`config.mk`:
```
export PLATFORM = sky130hd
export DESIGN_NAME = controller_pak_access_crc_top
export DESIGN_NICKNAME = d
export VERILOG_FILES = /design/src/sv/pakcrc_pkg.sv /design/src/sv/controller_pak_access_crc_top.sv
export SDC_FILE = /design/constraint.sdc
export NUM_CORES = 1
export LEC_CHECK = 0
export BUFFER_PORTS_ARGS = -buffer_cell sky130_fd_sc_hd__buf_4
export CORE_MARGIN = 2
export CORE_UTILIZATION = 25
export CTS_CLUSTER_SIZE = 24
export DETAILED_ROUTE_END_ITERATION = 10
export GPL_ROUTABILITY_DRIVEN = 0
export HOLD_SLACK_MARGIN = 0.02
export PLACE_DENSITY = 0.5
export SYNTH_ARGS = -nofsm -noshare
export SYNTH_HDL_FRONTEND = slang
export SYNTH_SLANG_ARGS = --single-unit
export TNS_END_PERCENT = 5
```
`constraint.sdc`:
```
create_clock -name clk -period 3.1 [get_ports clk]
set_input_delay 0.155 -clock clk [delete_from_list [all_inputs] [get_ports clk]]
set_output_delay 0.155 -clock clk [all_outputs]
set_load 0.005 [all_outputs]
```
`src/sv/pakcrc_pkg.sv`:
```
`timescale 1ns / 1ps
`default_nettype none
// ----------------------------------------------------------------------------
// pakcrc_pkg
// Shared constants, types and the CRC-8 byte update for the pak access block.
// ----------------------------------------------------------------------------
package pakcrc_pkg;

  localparam int unsigned BLOCK_BYTES_DEF = 32;

  localparam logic [15:0] ADDR_MASK = 16'hFFE0;
  localparam logic [15:0] FILL_LOW  = 16'h8000;
  localparam logic [15:0] FILL_HIGH = 16'h9000;
  localparam logic [7:0]  FILL_BYTE = 8'h80;
  localparam logic [7:0]  CRC_POLY  = 8'h85;

  localparam logic        RAW_PAK_MODE_RST     = 1'b1;
  localparam logic        RUMBLE_AVAILABLE_RST = 1'b1;
  localparam logic [15:0] RUMBLE_ADDRESS_RST   = 16'hC000;

  localparam int unsigned CFG_INDEX_W = 2;

  typedef enum logic [CFG_INDEX_W-1:0] {
    REG_RAW_PAK_MODE     = 2'd0,
    REG_RUMBLE_AVAILABLE = 2'd1,
    REG_RUMBLE_ADDRESS   = 2'd2
  } cfg_reg_t;

  localparam logic REQ_WRITE = 1'b1;

  typedef struct packed {
    logic       rumble_on;
    logic       block_end;
    logic       crc_valid;
    logic [7:0] crc_value;
    logic [7:0] data_out;
  } result_t;

  // MSB-first CRC-8, one byte per call
  function automatic logic [7:0] crc8_update(input logic [7:0] crc, input logic [7:0] din);
    logic [7:0] r;
    r = crc ^ din;
    for (int k = 0; k < 8; k++) begin
      if (r[7]) begin
        r = {r[6:0], 1'b0} ^ CRC_POLY;
      end else begin
        r = {r[6:0], 1'b0};
      end
    end
    return r;
  endfunction

endpackage
`default_nettype wire

```
`src/sv/controller_pak_access_crc_top.sv`:
```
// Each accepted item's result is registered before it reaches the master side.
// Throughput: one item per cycle while the skid register is empty; the
// byte-parallel CRC-8 update is the longest path. A two-entry output (result
// register plus skid register) keeps s_tready high while a single result waits.
// Reset (rst, synchronous): block position and CRC cleared, rumble off,
// configuration back to raw mode, rumble available, address 0xC000.
`timescale 1ns / 1ps
`default_nettype none
// ----------------------------------------------------------------------------
// controller_pak_access_crc_top
// Accessory-pak byte responder: fill/echo data, rumble switch, block CRC-8.
// ----------------------------------------------------------------------------
module controller_pak_access_crc_top #(
  parameter int unsigned BLOCK_BYTES = pakcrc_pkg::BLOCK_BYTES_DEF
) (
  input  wire logic                              clk,
  input  wire logic                              rst,
  input  wire logic                              cfg_en,
  input  wire logic [pakcrc_pkg::CFG_INDEX_W-1:0] cfg_index,
  input  wire logic [15:0]                       cfg_data,
  input  wire logic                              s_tvalid,
  output      logic                              s_tready,
  input  wire logic [23:0]                       s_tdata,  // pak_address, data_byte
  input  wire logic                              s_tuser,  // req_type
  output      logic                              m_tvalid,
  input  wire logic                              m_tready,
  output      logic [23:0]                       m_tdata,  // data_out, crc_value, rumble_on, pad
  output      logic                              m_tuser,  // crc_valid
  output      logic                              m_tlast   // block_end
);

  localparam int unsigned POS_W = (BLOCK_BYTES > 1) ? $clog2(BLOCK_BYTES) : 1;
  localparam logic [POS_W-1:0] POS_LAST = POS_W'(BLOCK_BYTES - 1);

  // configuration
  logic        raw_pak_mode;
  logic        rumble_available;
  logic [15:0] rumble_address;

  always_ff @(posedge clk) begin
    if (rst) begin
      raw_pak_mode     <= pakcrc_pkg::RAW_PAK_MODE_RST;
      rumble_available <= pakcrc_pkg::RUMBLE_AVAILABLE_RST;
      rumble_address   <= pakcrc_pkg::RUMBLE_ADDRESS_RST;
    end else if (cfg_en) begin
      unique case (cfg_index)
        pakcrc_pkg::REG_RAW_PAK_MODE:     raw_pak_mode     <= cfg_data[0];
        pakcrc_pkg::REG_RUMBLE_AVAILABLE: rumble_available <= cfg_data[0];
        pakcrc_pkg::REG_RUMBLE_ADDRESS:   rumble_address   <= cfg_data;
        default: ;
      endcase
    end
  end

  // per-item logic
  logic [15:0]      addr;
  logic [7:0]       data_byte;
  logic             is_write;
  logic [7:0]       data_sel;
  logic             last;
  logic [7:0]       crc;
  logic [7:0]       crc_next;
  logic [POS_W-1:0] pos;
  logic [POS_W-1:0] pos_next;
  logic             rumble;
  logic             rumble_next;
  pakcrc_pkg::result_t res;
  pakcrc_pkg::result_t out_reg;
  pakcrc_pkg::result_t skid_reg;
  logic             skid_valid;
  logic             in_fire;

  assign addr      = s_tdata[15:0] & pakcrc_pkg::ADDR_MASK;
  assign data_byte = s_tdata[23:16];
  assign is_write  = (s_tuser == pakcrc_pkg::REQ_WRITE);

  always_comb begin
    if (raw_pak_mode && !is_write) begin
      data_sel = (addr >= pakcrc_pkg::FILL_LOW && addr < pakcrc_pkg::FILL_HIGH) ?
                 pakcrc_pkg::FILL_BYTE : 8'h00;
    end else begin
      data_sel = data_byte;
    end
  end

  always_comb begin
    rumble_next = rumble;
    if (raw_pak_mode && is_write && pos == '0 && rumble_available &&
        addr == rumble_address) begin
      rumble_next = (data_byte != 8'h00);
    end
  end

  assign last     = (pos == POS_LAST);
  assign crc_next = pakcrc_pkg::crc8_update(crc, data_sel);
  assign pos_next = last ? '0 : pos + POS_W'(1);

  always_comb begin
    res.data_out  = data_sel;
    res.crc_value = (last && raw_pak_mode) ? crc_next : 8'h00;
    res.crc_valid = last && raw_pak_mode;
    res.block_end = last;
    res.rumble_on = rumble_next;
  end

  assign s_tready = !skid_valid;
  assign in_fire  = s_tvalid && s_tready;

  always_ff @(posedge clk) begin
    if (rst) begin
      crc    <= '0;
      pos    <= '0;
      rumble <= 1'b0;
    end else if (in_fire) begin
      crc    <= last ? 8'h00 : crc_next;
      pos    <= pos_next;
      rumble <= rumble_next;
    end
  end

  // output register with skid
  always_ff @(posedge clk) begin
    if (rst) begin
      m_tvalid   <= 1'b0;
      skid_valid <= 1'b0;
    end else if (skid_valid) begin
      if (m_tready) begin
        skid_valid <= 1'b0;
      end
    end else if (in_fire) begin
      if (!m_tvalid || m_tready) begin
        m_tvalid <= 1'b1;
      end else begin
        skid_valid <= 1'b1;
      end
    end else if (m_tready) begin
      m_tvalid <= 1'b0;
    end
  end

  always_ff @(posedge clk) begin
    if (skid_valid) begin
      if (m_tready) begin
        out_reg <= skid_reg;
      end
    end else if (in_fire) begin
      if (!m_tvalid || m_tready) begin
        out_reg <= res;
      end else begin
        skid_reg <= res;
      end
    end
  end

  assign m_tdata = {7'b0, out_reg.rumble_on, out_reg.crc_value, out_reg.data_out};
  assign m_tuser = out_reg.crc_valid;
  assign m_tlast = out_reg.block_end;

  a_skid_implies_out : assert property (@(posedge clk) disable iff (rst)
    skid_valid |-> m_tvalid)
    else $error("skid entry held without a pending result");

  a_crc_only_at_end : assert property (@(posedge clk) disable iff (rst)
    (m_tvalid && m_tuser) |-> m_tlast)
    else $error("crc flagged on a non-final item");

  a_block_restart : assert property (@(posedge clk) disable iff (rst)
    (in_fire && last) |=> (pos == '0 && crc == 8'h00))
    else $error("block state not cleared after final item");

  a_skid_holds : assert property (@(posedge clk) disable iff (rst)
    (skid_valid && !m_tready) |=> (skid_valid && $stable(skid_reg)))
    else $error("skid entry lost while output stalled");

endmodule
`default_nettype wire
```
==> summary.md, run 1 <==
| Metric | Value |
|---|---|
| Grt met2 use | between 10% and 20% |
| Synth top area share | 33.1% |
| CP required | roughly 3.2 ns |
| Worst Hold Depth | 3 |
| Sequential share of the synthesized area | 52.8% |
| Post-CTS sizing | 0 |
| Yosys cell types | 46 |
| CORE AREA | 0.0133 mm^2 |
| Final setup fails | 0 |
| Routed WL | 7490 um |
| CTS tree | built |
| Vias per cell | 4.23 |
| Synthesis-to-layout area growth | 28.9% |
| PD cells | around 700 mW/mm^2 |
| Grt met3 use | 3.48% |
| Drt pass-1 iters | 4 |
| Largest net degree at the start of global routing | 36 |
| Detail Placement HPWL | 5470 um |
| Initial Util | 25.9% |
| Share of layout cells above drive strength 1 | 26.0% |
| Wire per inst | approximately 13 um |
| Syn Inst Count | around 330 |
| GR peak layer | met2 |
| Mux cell area share after synthesis | 5.47% |
| Layout Nets | 446 |
| Leakage dissipation | 1.79 nW |
| Xor and xnor fraction of the mapped netlist area | 11.0% |
| Flop2flop setup slack | around 0.83 ns |
| Worst-skew pair later-pin latency | approximately 0.33 ns |
| Number of diodes | 0 |
| Synth Warn # | 0 |
| R2r startpoint | raw_pak_mode |
| Worst Path Arrival | ~2.3 ns |
| Initial antenna violation count | 0 |
| Site Rows | 42 |
| Vias in the first global route | about 2400 |
| Leading area contributor after synthesis | edfxtp_1 |
| Flip-flop count of the largest register after layout | 19 |
| Worst hold slack | 0.0380 ns |
| All-Layer GR Usage | 10.8% |
| First-pass GRT wire length | 12100 um |
| Iteration-0 DRC Markers | 106 |
| Fraction of the cycle the final worst path needs | between 70% and 80% |
| Worst-Margin Slew | 0.770 ns |
| Max_slew headroom | 48.6% |
| Residual DRC count | 0 |
| Post-synth ARST share | 0% |
| Die Y | approximately 120 um |
| Commonest non-fill, non-tap cell in the layout | buf_4 |
| Num ports | 76 |
| M1 GR Usage | a little over an eighth |
| Worst setup SP type | register |
| Worst Skew | 0.00798 ns |
| H-tree depth | 3 |
| Final hold vios | 0 |
| CTS clk-pin slew, worst paths | 0.06 ns |
| Total gr overflow | 0 |
| Status | finished, final reports clean |
| Post-CTS setup buffer count | 0 |
| Commonest non-fill, non-tap cells in the layout | 70 x buf_4, 52 x nand2_1, 38 x edfxtp_1 |
| Minimum clock period | 2.27 ns |
| Adder-cell share of the synthesized area | about 1.1% |
| Die Footprint | between 0.01 and 0.015 mm^2 |
| Worst r2r dst | m_tdata[15] |
| Crit path capture | m_tdata[15] |
| Mean Syn Cell Area | 10.5 um^2 |
| Fmax | 440 MHz |
| Register-to-Register Path Depth | 6 |
| Critical path type | reg2reg |
| Compound-gate portion of the synthesized area | 8.55% |
| Worst vdd ir | 0.251 mV |
| Top FF cell, synth | edfxtp_1 |
| Hold-fix buffers, CTS | 0 |
| RSZ-0062 raised after global routing | false |
| Mapped Area | 0.00345 mm^2 |
| Area contributors post-synth | edfxtp_1 33%, dfxtp_1 20%, nand2_1 5.7%, xnor2_1 4.3%, xor2_1 4.1% |
| Synth Register Bits | 72 |
| Crit path from | raw_pak_mode |
| CP max FO | 9 |
| Die Width | 122 um |
| Longest Clk Path Bufs | 2 |
| Max_cap viols | 0 |
| Post-synth EDFFs | 38 |
| Max-slew violations | 0 |
| PortBufs | 63 |
| Post-route setup TNS | 0 ns |
| Via Count | 2439 |
| CP Capture Type | register |
| CTS sink count | 72 |
| Hold WC Path Type | in2reg |
| Simple-Gate Fraction of Synth Area | ~17% |
| Antenna Nets Post-Route | 0 |
| Main combinational cell family by area after synthesis | simple AND/OR/NAND/NOR gates |
| Num CTS Buffers | 9 |
| Fill cells | 1394 |
| CTS root buf | clkbuf_16 |
[metrics by stage]
stage               instance area (um^2)  instances  utilization (%)  setup slack [ns]  power (mW)
floorplan                           3470        335                -             0.562        1.76
CTS                                 4450        576             33.3             0.823        3.15
detailed placement                  4110        560             30.8             0.603        1.97
global route                        4450        576             33.3             0.714        3.27
finish                              4450        576             33.3             0.828        3.11
global placement                    4110        560             30.8             0.659        1.97
[final cells by class]
| cell class | count | area (um^2) | area share, % |
|---|---|---|---|
| clock buffers | 10 | 229 | 5.15 |
| well taps | 176 | 220 | 4.95 |
| repair buffers | 70 | 526 | 11.8 |
| inverters | 6 | 22.5 | 0.506 |
| clock inverters | 6 | 108 | 2.42 |
| flip-flops and latches | 72 | 1820 | 40.9 |
| multi-input cells | 236 | 1520 | 34.2 |
[Yosys cell counts, drive strengths merged (2+ instances only)]
| cell type | n |
|---|---|
| a211o | 2 |
| a21oi | 25 |
| a2bb2oi | 2 |
| and2 | 8 |
| buf | 8 |
| clkbuf | 13 |
| dfxtp | 34 |
| edfxtp | 38 |
| ha | 3 |
| inv | 6 |
| mux2 | 12 |
| mux2i | 5 |
| nand2 | 52 |
| nand3b | 8 |
| nand4 | 2 |
| nor2 | 32 |
| nor2b | 2 |
| nor3 | 2 |
| nor3b | 2 |
| nor4 | 6 |
| o211ai | 2 |
| o21ai | 7 |
| o31ai | 7 |
| or3 | 2 |
| xnor2 | 18 |
| xor2 | 17 |
[how the worst min path moves through the flow]
stage / startpoint / to / slack [ns]
final: cfg_data[15] / rumble_address[15] / 0.04
after CTS: cfg_data[15] / rumble_address[15] / 0.02
after global routing: cfg_data[14] / rumble_address[14] / 0.05
after detailed placement: cfg_data[14] / rumble_address[14] / 0.37
after floorplan: cfg_data[0] / raw_pak_mode / 0.27
after global placement: cfg_data[15] / rumble_address[15] / 0.37
[cells by family after synthesis]
| kind of cell | after synthesis |
|---|---|
| buf+inv | 27 |
| fa+ha+maj | 3 |
| mux | 17 |
| flops | 72 |
| other cells | 1 |
| xor+xnor | 37 |
| compound gates | 48 |
| simple gates | 124 |
[per-layer routing]
metal | vias to the layer above | wire length [um] | share of wire [%]
met3 | 5 | 360 | 4.8
met5 | - | 0 | 0
met4 | 0 | 42 | 0.56
met2 | 51 | 3610 | 48
met1 | 1119 | 3480 | 46
li1 | 1264 | - | -
[critical path: stages, from the launching register on]
cell     delay [ns]
dfxtp_1        0.38
nor2b_4        0.28
mux2_4         0.36
xor2_4         0.17
xnor3_2        0.46
xnor2_1        0.26
o31ai_2        0.08
[where the power goes]
part / switching (mW) / leakage [nW] / internal [mW]
logic: 0.407 / 0.983 / 0.407
registers: 0.0572 / 0.648 / 1.07
clock network: 0.377 / 0.164 / 0.783
total: 0.841 / 1.79 / 2.26
No activity file was read; power rests on OpenSTA's default activity.
==> run 2: changes to the inputs <==
==> constraint.sdc (replaced) <==
create_clock -name clk -period 2.38 [get_ports clk]
set_input_delay 0.119 -clock clk [delete_from_list [all_inputs] [get_ports clk]]
set_output_delay 0.119 -clock clk [all_outputs]
set_load 0.005 [all_outputs]
==> run 2 against run 1 <==
Die area unchanged. Clock skew down 0.0031 ns. First-iteration DRC count up 28%. Critical path depth unchanged. Power up 28%. Highest routed layer unchanged.
==> summary.md, run 2 (synthesis gave the netlist of run 1 again) <==
| Metric | Value |
|---|---|
| Hold Path Origin | cfg_data[7] |
| Number of diodes | 0 (unchanged) |
| Hold WC Path Type | in2reg |
| Max_slew headroom | 59.2% (+11 points) |
| Die Footprint | 0.0148 mm^2 (unchanged) |
| Worst setup SP type | register |
| Num ports | 76 (unchanged) |
| Die Y | 122 um (unchanged) |
| Family with the most delay on the worst path | XOR/XNOR gates |
| Detail Placement HPWL | 5610 um (+2.7%) |
| Vias in the first global route | 2508 (+4.2%) |
| Site Rows | 42 (unchanged) |
| Worst Path Arrival | 2.34 ns (about the same) |
| Total internal power | 2.83 mW (+25%) |
| Worst-skew pair later-pin latency | 0.34 ns (about the same) |
| CTS tree | built |
| CP max stage cell | xnor3_2 |
| Post-route setup TNS | 0 ns (unchanged) |
| Area after DPL | 0.00414 mm^2 (+0.67%) |
| Residual DRC count | 0 (unchanged) |
| Stages on worst setup path | 6 (unchanged) |
| Total gr overflow | 0 (unchanged) |
| Combinational power share | 28.8% (+2.6 points) |
| Max-slew violations | 0 (unchanged) |
| Sequential Power Share | 37.0% (+0.6 points) |
| Synthesis-to-layout area growth | 31.5% |
| CTS sink count | 72 (unchanged) |
| PD cells | 875 mW/mm^2 (+25%) |
| Vias per cell | 4.26 (+0.49%) |
| Share of layout cells above drive strength 1 | 26.2% (+0.21 points) |
| Commonest non-fill, non-tap cells in the layout | 71 x buf_4, 52 x nand2_1, 38 x edfxtp_1 |
| Num CTS Buffers | 9 (unchanged) |
| Flip-flop count of the largest register after layout | 19 (unchanged) |
| CP cell instances | nor2b_4 > mux2_4 > xor2_4 > xnor3_2 > xnor2_1 > o31ai_2 |
| Post-CTS setup buffer count | 0 (unchanged) |
| Via Count | 2502 (+2.6%) |
| CP required | 2.46 ns (-0.69 ns) |
| Layout Nets | 458 (+2.7%) |
| Register-to-Register Path Depth | 6 (unchanged) |
| Fraction of the cycle the final worst path needs | 94.9% (+22 points) |
| PortBufs | 63 (unchanged) |
| Status | finished, final reports clean |
| Post-CTS sizing | 0 (unchanged) |
| R2r startpoint | raw_pak_mode |
| First-pass GRT wire length | 12500 um (+3.0%) |
| RSZ-0062 raised after global routing | false |
| Worst Skew | 0.00483 ns (-0.00315 ns) |
| CTS root buf | clkbuf_16 |
| CTS clk-pin slew, worst paths | 0.06 ns (about the same) |
| All-Layer GR Usage | 11.3% (+0.58 points) |
| CP max FO | 9 (unchanged) |
| H-tree depth | 3 (unchanged) |
| CP Capture Type | register |
| Minimum clock period | 2.26 ns (-0.0127 ns) |
| Worst-Margin Slew | 0.611 ns (-0.159 ns) |
| Final hold vios | 0 (unchanged) |
| Drt pass-1 iters | 4 (unchanged) |
| Crit path from | raw_pak_mode |
| Max_cap viols | 0 (unchanged) |
| Worst vdd ir | 0.321 mV (+28%) |
| Psw | 1.14 mW (+36%) |
| Antenna Nets Post-Route | 0 (unchanged) |
| Number of buffers and inverters on the critical path | 0 (unchanged) |
| Wire per inst | 13.3 um (+2.1%) |
| Die Width | 122 um (unchanged) |
| Fmax | 443 MHz (+0.56%) |
| Longest Clk Path Bufs | 2 (unchanged) |
| Final setup fails | 0 (unchanged) |
| Critical path type | reg2reg |
| Iteration-0 DRC Markers | 136 (+28%) |
| Hold-fix buffers, CTS | 10 (+10) |
| Clock power share | 34.2% (-3.2 points) |
| Initial antenna violation count | 0 (unchanged) |
| Largest net degree at the start of global routing | 36 (unchanged) |
| Worst Hold Depth | 3 (unchanged) |
| CORE AREA | 0.0133 mm^2 (unchanged) |
| Commonest non-fill, non-tap cell in the layout | buf_4 |
| Routed WL | 7810 um (+4.2%) |
| Leakage dissipation | 1.84 nW (+2.4%) |
| Initial Util | 25.9% (unchanged) |
| Design area | 0.00454 mm^2 (+2.0%) |
| Sw Ratio | 28.8% (+1.7 points) |
| CP max stage delay | 0.44 ns (-0.02 ns) |
[run 2: cell count changes in the layout (fill, tap and decap cells not counted), sizes merged]
cell         change
inv              +1
buf              +2
bufinv           -2
clkbuf           +1
dlygate4sd3     +10
[run 2: power by group through the flow]
stage               registers (mW)  logic (mW)  clock network [mW]
detailed placement            1.50        1.14                   0
CTS                           1.47        1.16                1.40
floorplan                     1.49       0.807                   0
finish                        1.47        1.15                1.36
global route                  1.48        1.26                1.45
global placement              1.50        1.13                   0
[run 2: per-layer routing]
metal / track usage, % / routed length, um / part of all wire, %
met1: 13.8 / 3570 / 46
met2: 18.2 / 3650 / 47
met3: 3.85 / 460 / 5.9
met4: 5.17 / 131 / 1.7
met5: 0 / 0 / 0
[run 2: cell type report]
cell class | count | area [um^2]
Clock buffer | 11 | 244
Clock inverter | 5 | 55.1
Fill cell | 1372 | 8810
Inverter | 6 | 22.5
Multi-Input combinational cell | 236 | 1520
Sequential cell | 72 | 1820
Tap cell | 176 | 220
Timing Repair Buffer | 82 | 653
[run 2: per-stage QoR]
step	instances	total power, mW	hold WS, ns	utilization (%)	setup slack (ns)
after CTS	588	4.04	0.0203	34.0	0.0994
after global routing	588	4.20	0.0390	34.0	0.0135
final	588	3.97	0.0298	34.0	0.120
after floorplan	335	2.29	0.237	-	0.292
after global placement	562	2.62	0.331	31.0	0.180
after detailed placement	562	2.64	0.334	31.0	0.155
[run 2: path summary, 6_finish.rpt]
check,slack [ns],end
worst max-delay path,0.12,m_tdata[15]
worst min-delay path,0.03,rumble_address[7]
worst max register to register,0.12,m_tdata[15]
worst min register to register,0.46,rumble_address[1]
[run 2: worst reg2reg max path, cell delays in order, from the launching register on]
cell	delay [ns]
dfxtp_1	0.39
nor2b_4	0.28
mux2_4	0.36
xor2_4	0.17
xnor3_2	0.44
xnor2_1	0.27
o31ai_2	0.10
==> run 3: changes to the inputs <==
--- a/config.mk
+++ b/config.mk
@@ -6,6 +6,7 @@
 export NUM_CORES = 1
 export LEC_CHECK = 0
 export BUFFER_PORTS_ARGS = -buffer_cell sky130_fd_sc_hd__buf_4
+export CORE_ASPECT_RATIO = 0.6
 export CORE_MARGIN = 2
 export CORE_UTILIZATION = 25
 export CTS_CLUSTER_SIZE = 24
==> run 3 against run 2 <==
Global-route usage grew 0.60 points. Critical path type unchanged. Flip-flop and latch count is the same. Critical endpoint is now m_tdata[16]. Clock power grew 12%. Die area grew 0.20%. Count of clock-buffer cells in the layout shrank 1. Non-clock buffer count shrank 8. Combinational power shrank 4%. Sequential power is essentially flat.
==> summary.md, run 3 (synthesis gave the netlist of run 1 again) <==
| Metric | Value |
|---|---|
| Status | finished, final reports clean |
| Critical path type | reg2reg |
| Via Count | 2530 (+1.1%) |
| Number of diodes | 0 (unchanged) |
| Max_slew headroom | 54.8% (-4.4 points) |
| CORE AREA | 0.0136 mm^2 (+1.8%) |
| CP required | 2.46 ns (about the same) |
| Num CTS Buffers | 9 (unchanged) |
| Total gr overflow | 0 (unchanged) |
| Die Width | 156 um (+28%) |
| Minimum clock period | 2.21 ns (-0.0463 ns) |
| First-pass GRT wire length | 13200 um (+5.6%) |
| H-tree depth | 3 (unchanged) |
| PD cells | 911 mW/mm^2 (+4.1%) |
| R2r startpoint | pos[3] |
| Flip-flop count of the largest register after layout | 19 (unchanged) |
| Layout Nets | 450 (-1.7%) |
| Register area | 0.00182 mm^2 (unchanged) |
| Worst Path Arrival | 2.29 ns (-0.05 ns) |
| Final setup fails | 0 (unchanged) |
| Final hold vios | 0 (unchanged) |
| Routed WL | 8130 um (+4.1%) |
| PortBufs | 63 (unchanged) |
| Worst vdd ir | 0.368 mV (+15%) |
| Site Rows | 33 (-21%) |
| CTS clk-pin slew, worst paths | 0.06 ns (about the same) |
| Commonest non-fill, non-tap cells in the layout | 71 x buf_4, 52 x nand2_1, 38 x edfxtp_1 |
| Hold path endpoint | rumble_address[8] |
| Wire per inst | 14.0 um (+5.8%) |
| Largest net degree at the start of global routing | 36 (unchanged) |
| CP max stage cell | or4_1 |
| Worst r2r dst | m_tdata[16] |
| Residual DRC count | 0 (unchanged) |
| Longest Clk Path Bufs | 2 (unchanged) |
| Hold Path Origin | cfg_data[8] |
| Worst setup SP type | register |
| Final Core Density | 33.1% (-0.94 points) |
| Register-to-Register Path Depth | 6 (unchanged) |
| Leakage dissipation | 1.81 nW (-1.5%) |
| Flop2flop setup slack | 0.17 ns (+0.05 ns) |
| Fmax | 452 MHz (+2.1%) |
| Drt pass-1 iters | 4 (unchanged) |
| Fill cells | 1365 (-0.51%) |
| Num ports | 76 (unchanged) |
| Synthesis-to-layout area growth | 30.1% |
| Die Footprint | 0.0148 mm^2 (+0.20%) |
| Detail Placement HPWL | 6020 um (+7.2%) |
| Share of layout cells above drive strength 1 | 26.5% (+0.27 points) |
| All-Layer GR Usage | 11.9% (+0.60 points) |
| Die Y | 95.0 um (-22%) |
| Hold WC Path Type | in2reg |
| Multi-input logic area | 0.00153 mm^2 (+0.41%) |
| CP max stage delay | 0.55 ns (+0.11 ns) |
| Fraction of the cycle the final worst path needs | 93.0% (-1.9 points) |
| RSZ-0062 raised after global routing | false |
| CTS sink count | 72 (unchanged) |
| Worst-skew pair later-pin latency | 0.33 ns (about the same) |
| Max-slew violations | 0 (unchanged) |
| Commonest non-fill, non-tap cell in the layout | buf_4 |
| CP max FO | 4 (-5) |
| CTS root buf | clkbuf_16 |
| Worst Hold Depth | 3 (unchanged) |
| Antenna Nets Post-Route | 0 (unchanged) |
| CTS tree | built |
| CP cell instances | or4_1 > nor4_2 > nand4_1 > nor2_1 > mux2_2 > mux2_2 |
| Vias in the first global route | 2480 (-1.1%) |
| Initial Util | 25.4% (-0.45 points) |
| Worst Skew | 0.00420 ns (-0.000633 ns) |
| Initial antenna violation count | 0 (unchanged) |
| Max_cap viols | 0 (unchanged) |
| Worst-Margin Slew | 0.677 ns (+0.0659 ns) |
| CP Capture Type | register |
| Most used cell, CP | mux2_2 |
| Vias per cell | 4.37 (+2.7%) |
| Post-route setup TNS | 0 ns (unchanged) |
| Iteration-0 DRC Markers | 143 (+5.1%) |
run 3: critical path: cells and delay by family (launching register included):
family / cells / cell delay, ns
simple gates: 4 / 1.02
mux: 2 / 0.62
flops: 1 / 0.32
run 3: area by class of cell:
type	instances	area share, %
multi-input cells	236	34.0
repair buffers	74	12.5
clock buffers	10	5.10
clock inverters	6	2.40
well taps	175	4.87
flip-flops and latches	72	40.6
inverters	6	0.501
run 3: what timing repair did:
| action | CTS | global route |
|---|---|---|
| hold buffers | 3 | 0 |
| endpoints found under the setup margin | 0 | 1 |
| setup buffers | 0 | 0 |
| resized for setup | 0 | 1 |
| endpoints found under the hold margin | 3 | 0 |
run 3: routing by layer:
layer  share of wire (%)  global-route usage (%)  vias up
met4                0.30                    2.52        0
met3                 5.3                    5.18        2
met2                  40                    16.5       44
met1                  54                    17.1     1219
li1                    -                       -     1265
met5                   0                       0        -
run 3: report_power, final:
group / total (mW) / switching [mW] / internal [mW] / leakage, nW
Sequential: 1.47 / 0.0725 / 1.40 / 0.648
Clock: 1.52 / 0.504 / 1.02 / 0.162
Combinational: 1.10 / 0.553 / 0.545 / 1.00
Total: 4.09 / 1.13 / 2.96 / 1.81
run 3: stage by stage:
step	setup slack (ns)	hold slack [ns]	cell area [um^2]	power, mW	instances
floorplan	0.292	0.237	3480	2.29	335
global placement	0.0971	0.339	4120	2.59	560
detailed placement	0.113	0.349	4120	2.60	560
CTS	0.0770	0.0208	4490	4.16	579
global route	0.0104	0.0273	4490	4.33	579
finish	0.167	0.0355	4490	4.09	579
run 3: worst max-delay path by stage:
stage | slack [ns] | end | depth (start not counted) | start
floorplan | 0.29 | m_tdata[15] | 7 | raw_pak_mode
global placement | 0.1 | m_tdata[16] | 6 | pos[3]
detailed placement | 0.11 | m_tdata[16] | 6 | pos[3]
CTS | 0.08 | m_tdata[16] | 6 | pos[3]
global route | 0.01 | m_tdata[15] | 6 | raw_pak_mode
finish | 0.17 | m_tdata[16] | 6 | pos[3]
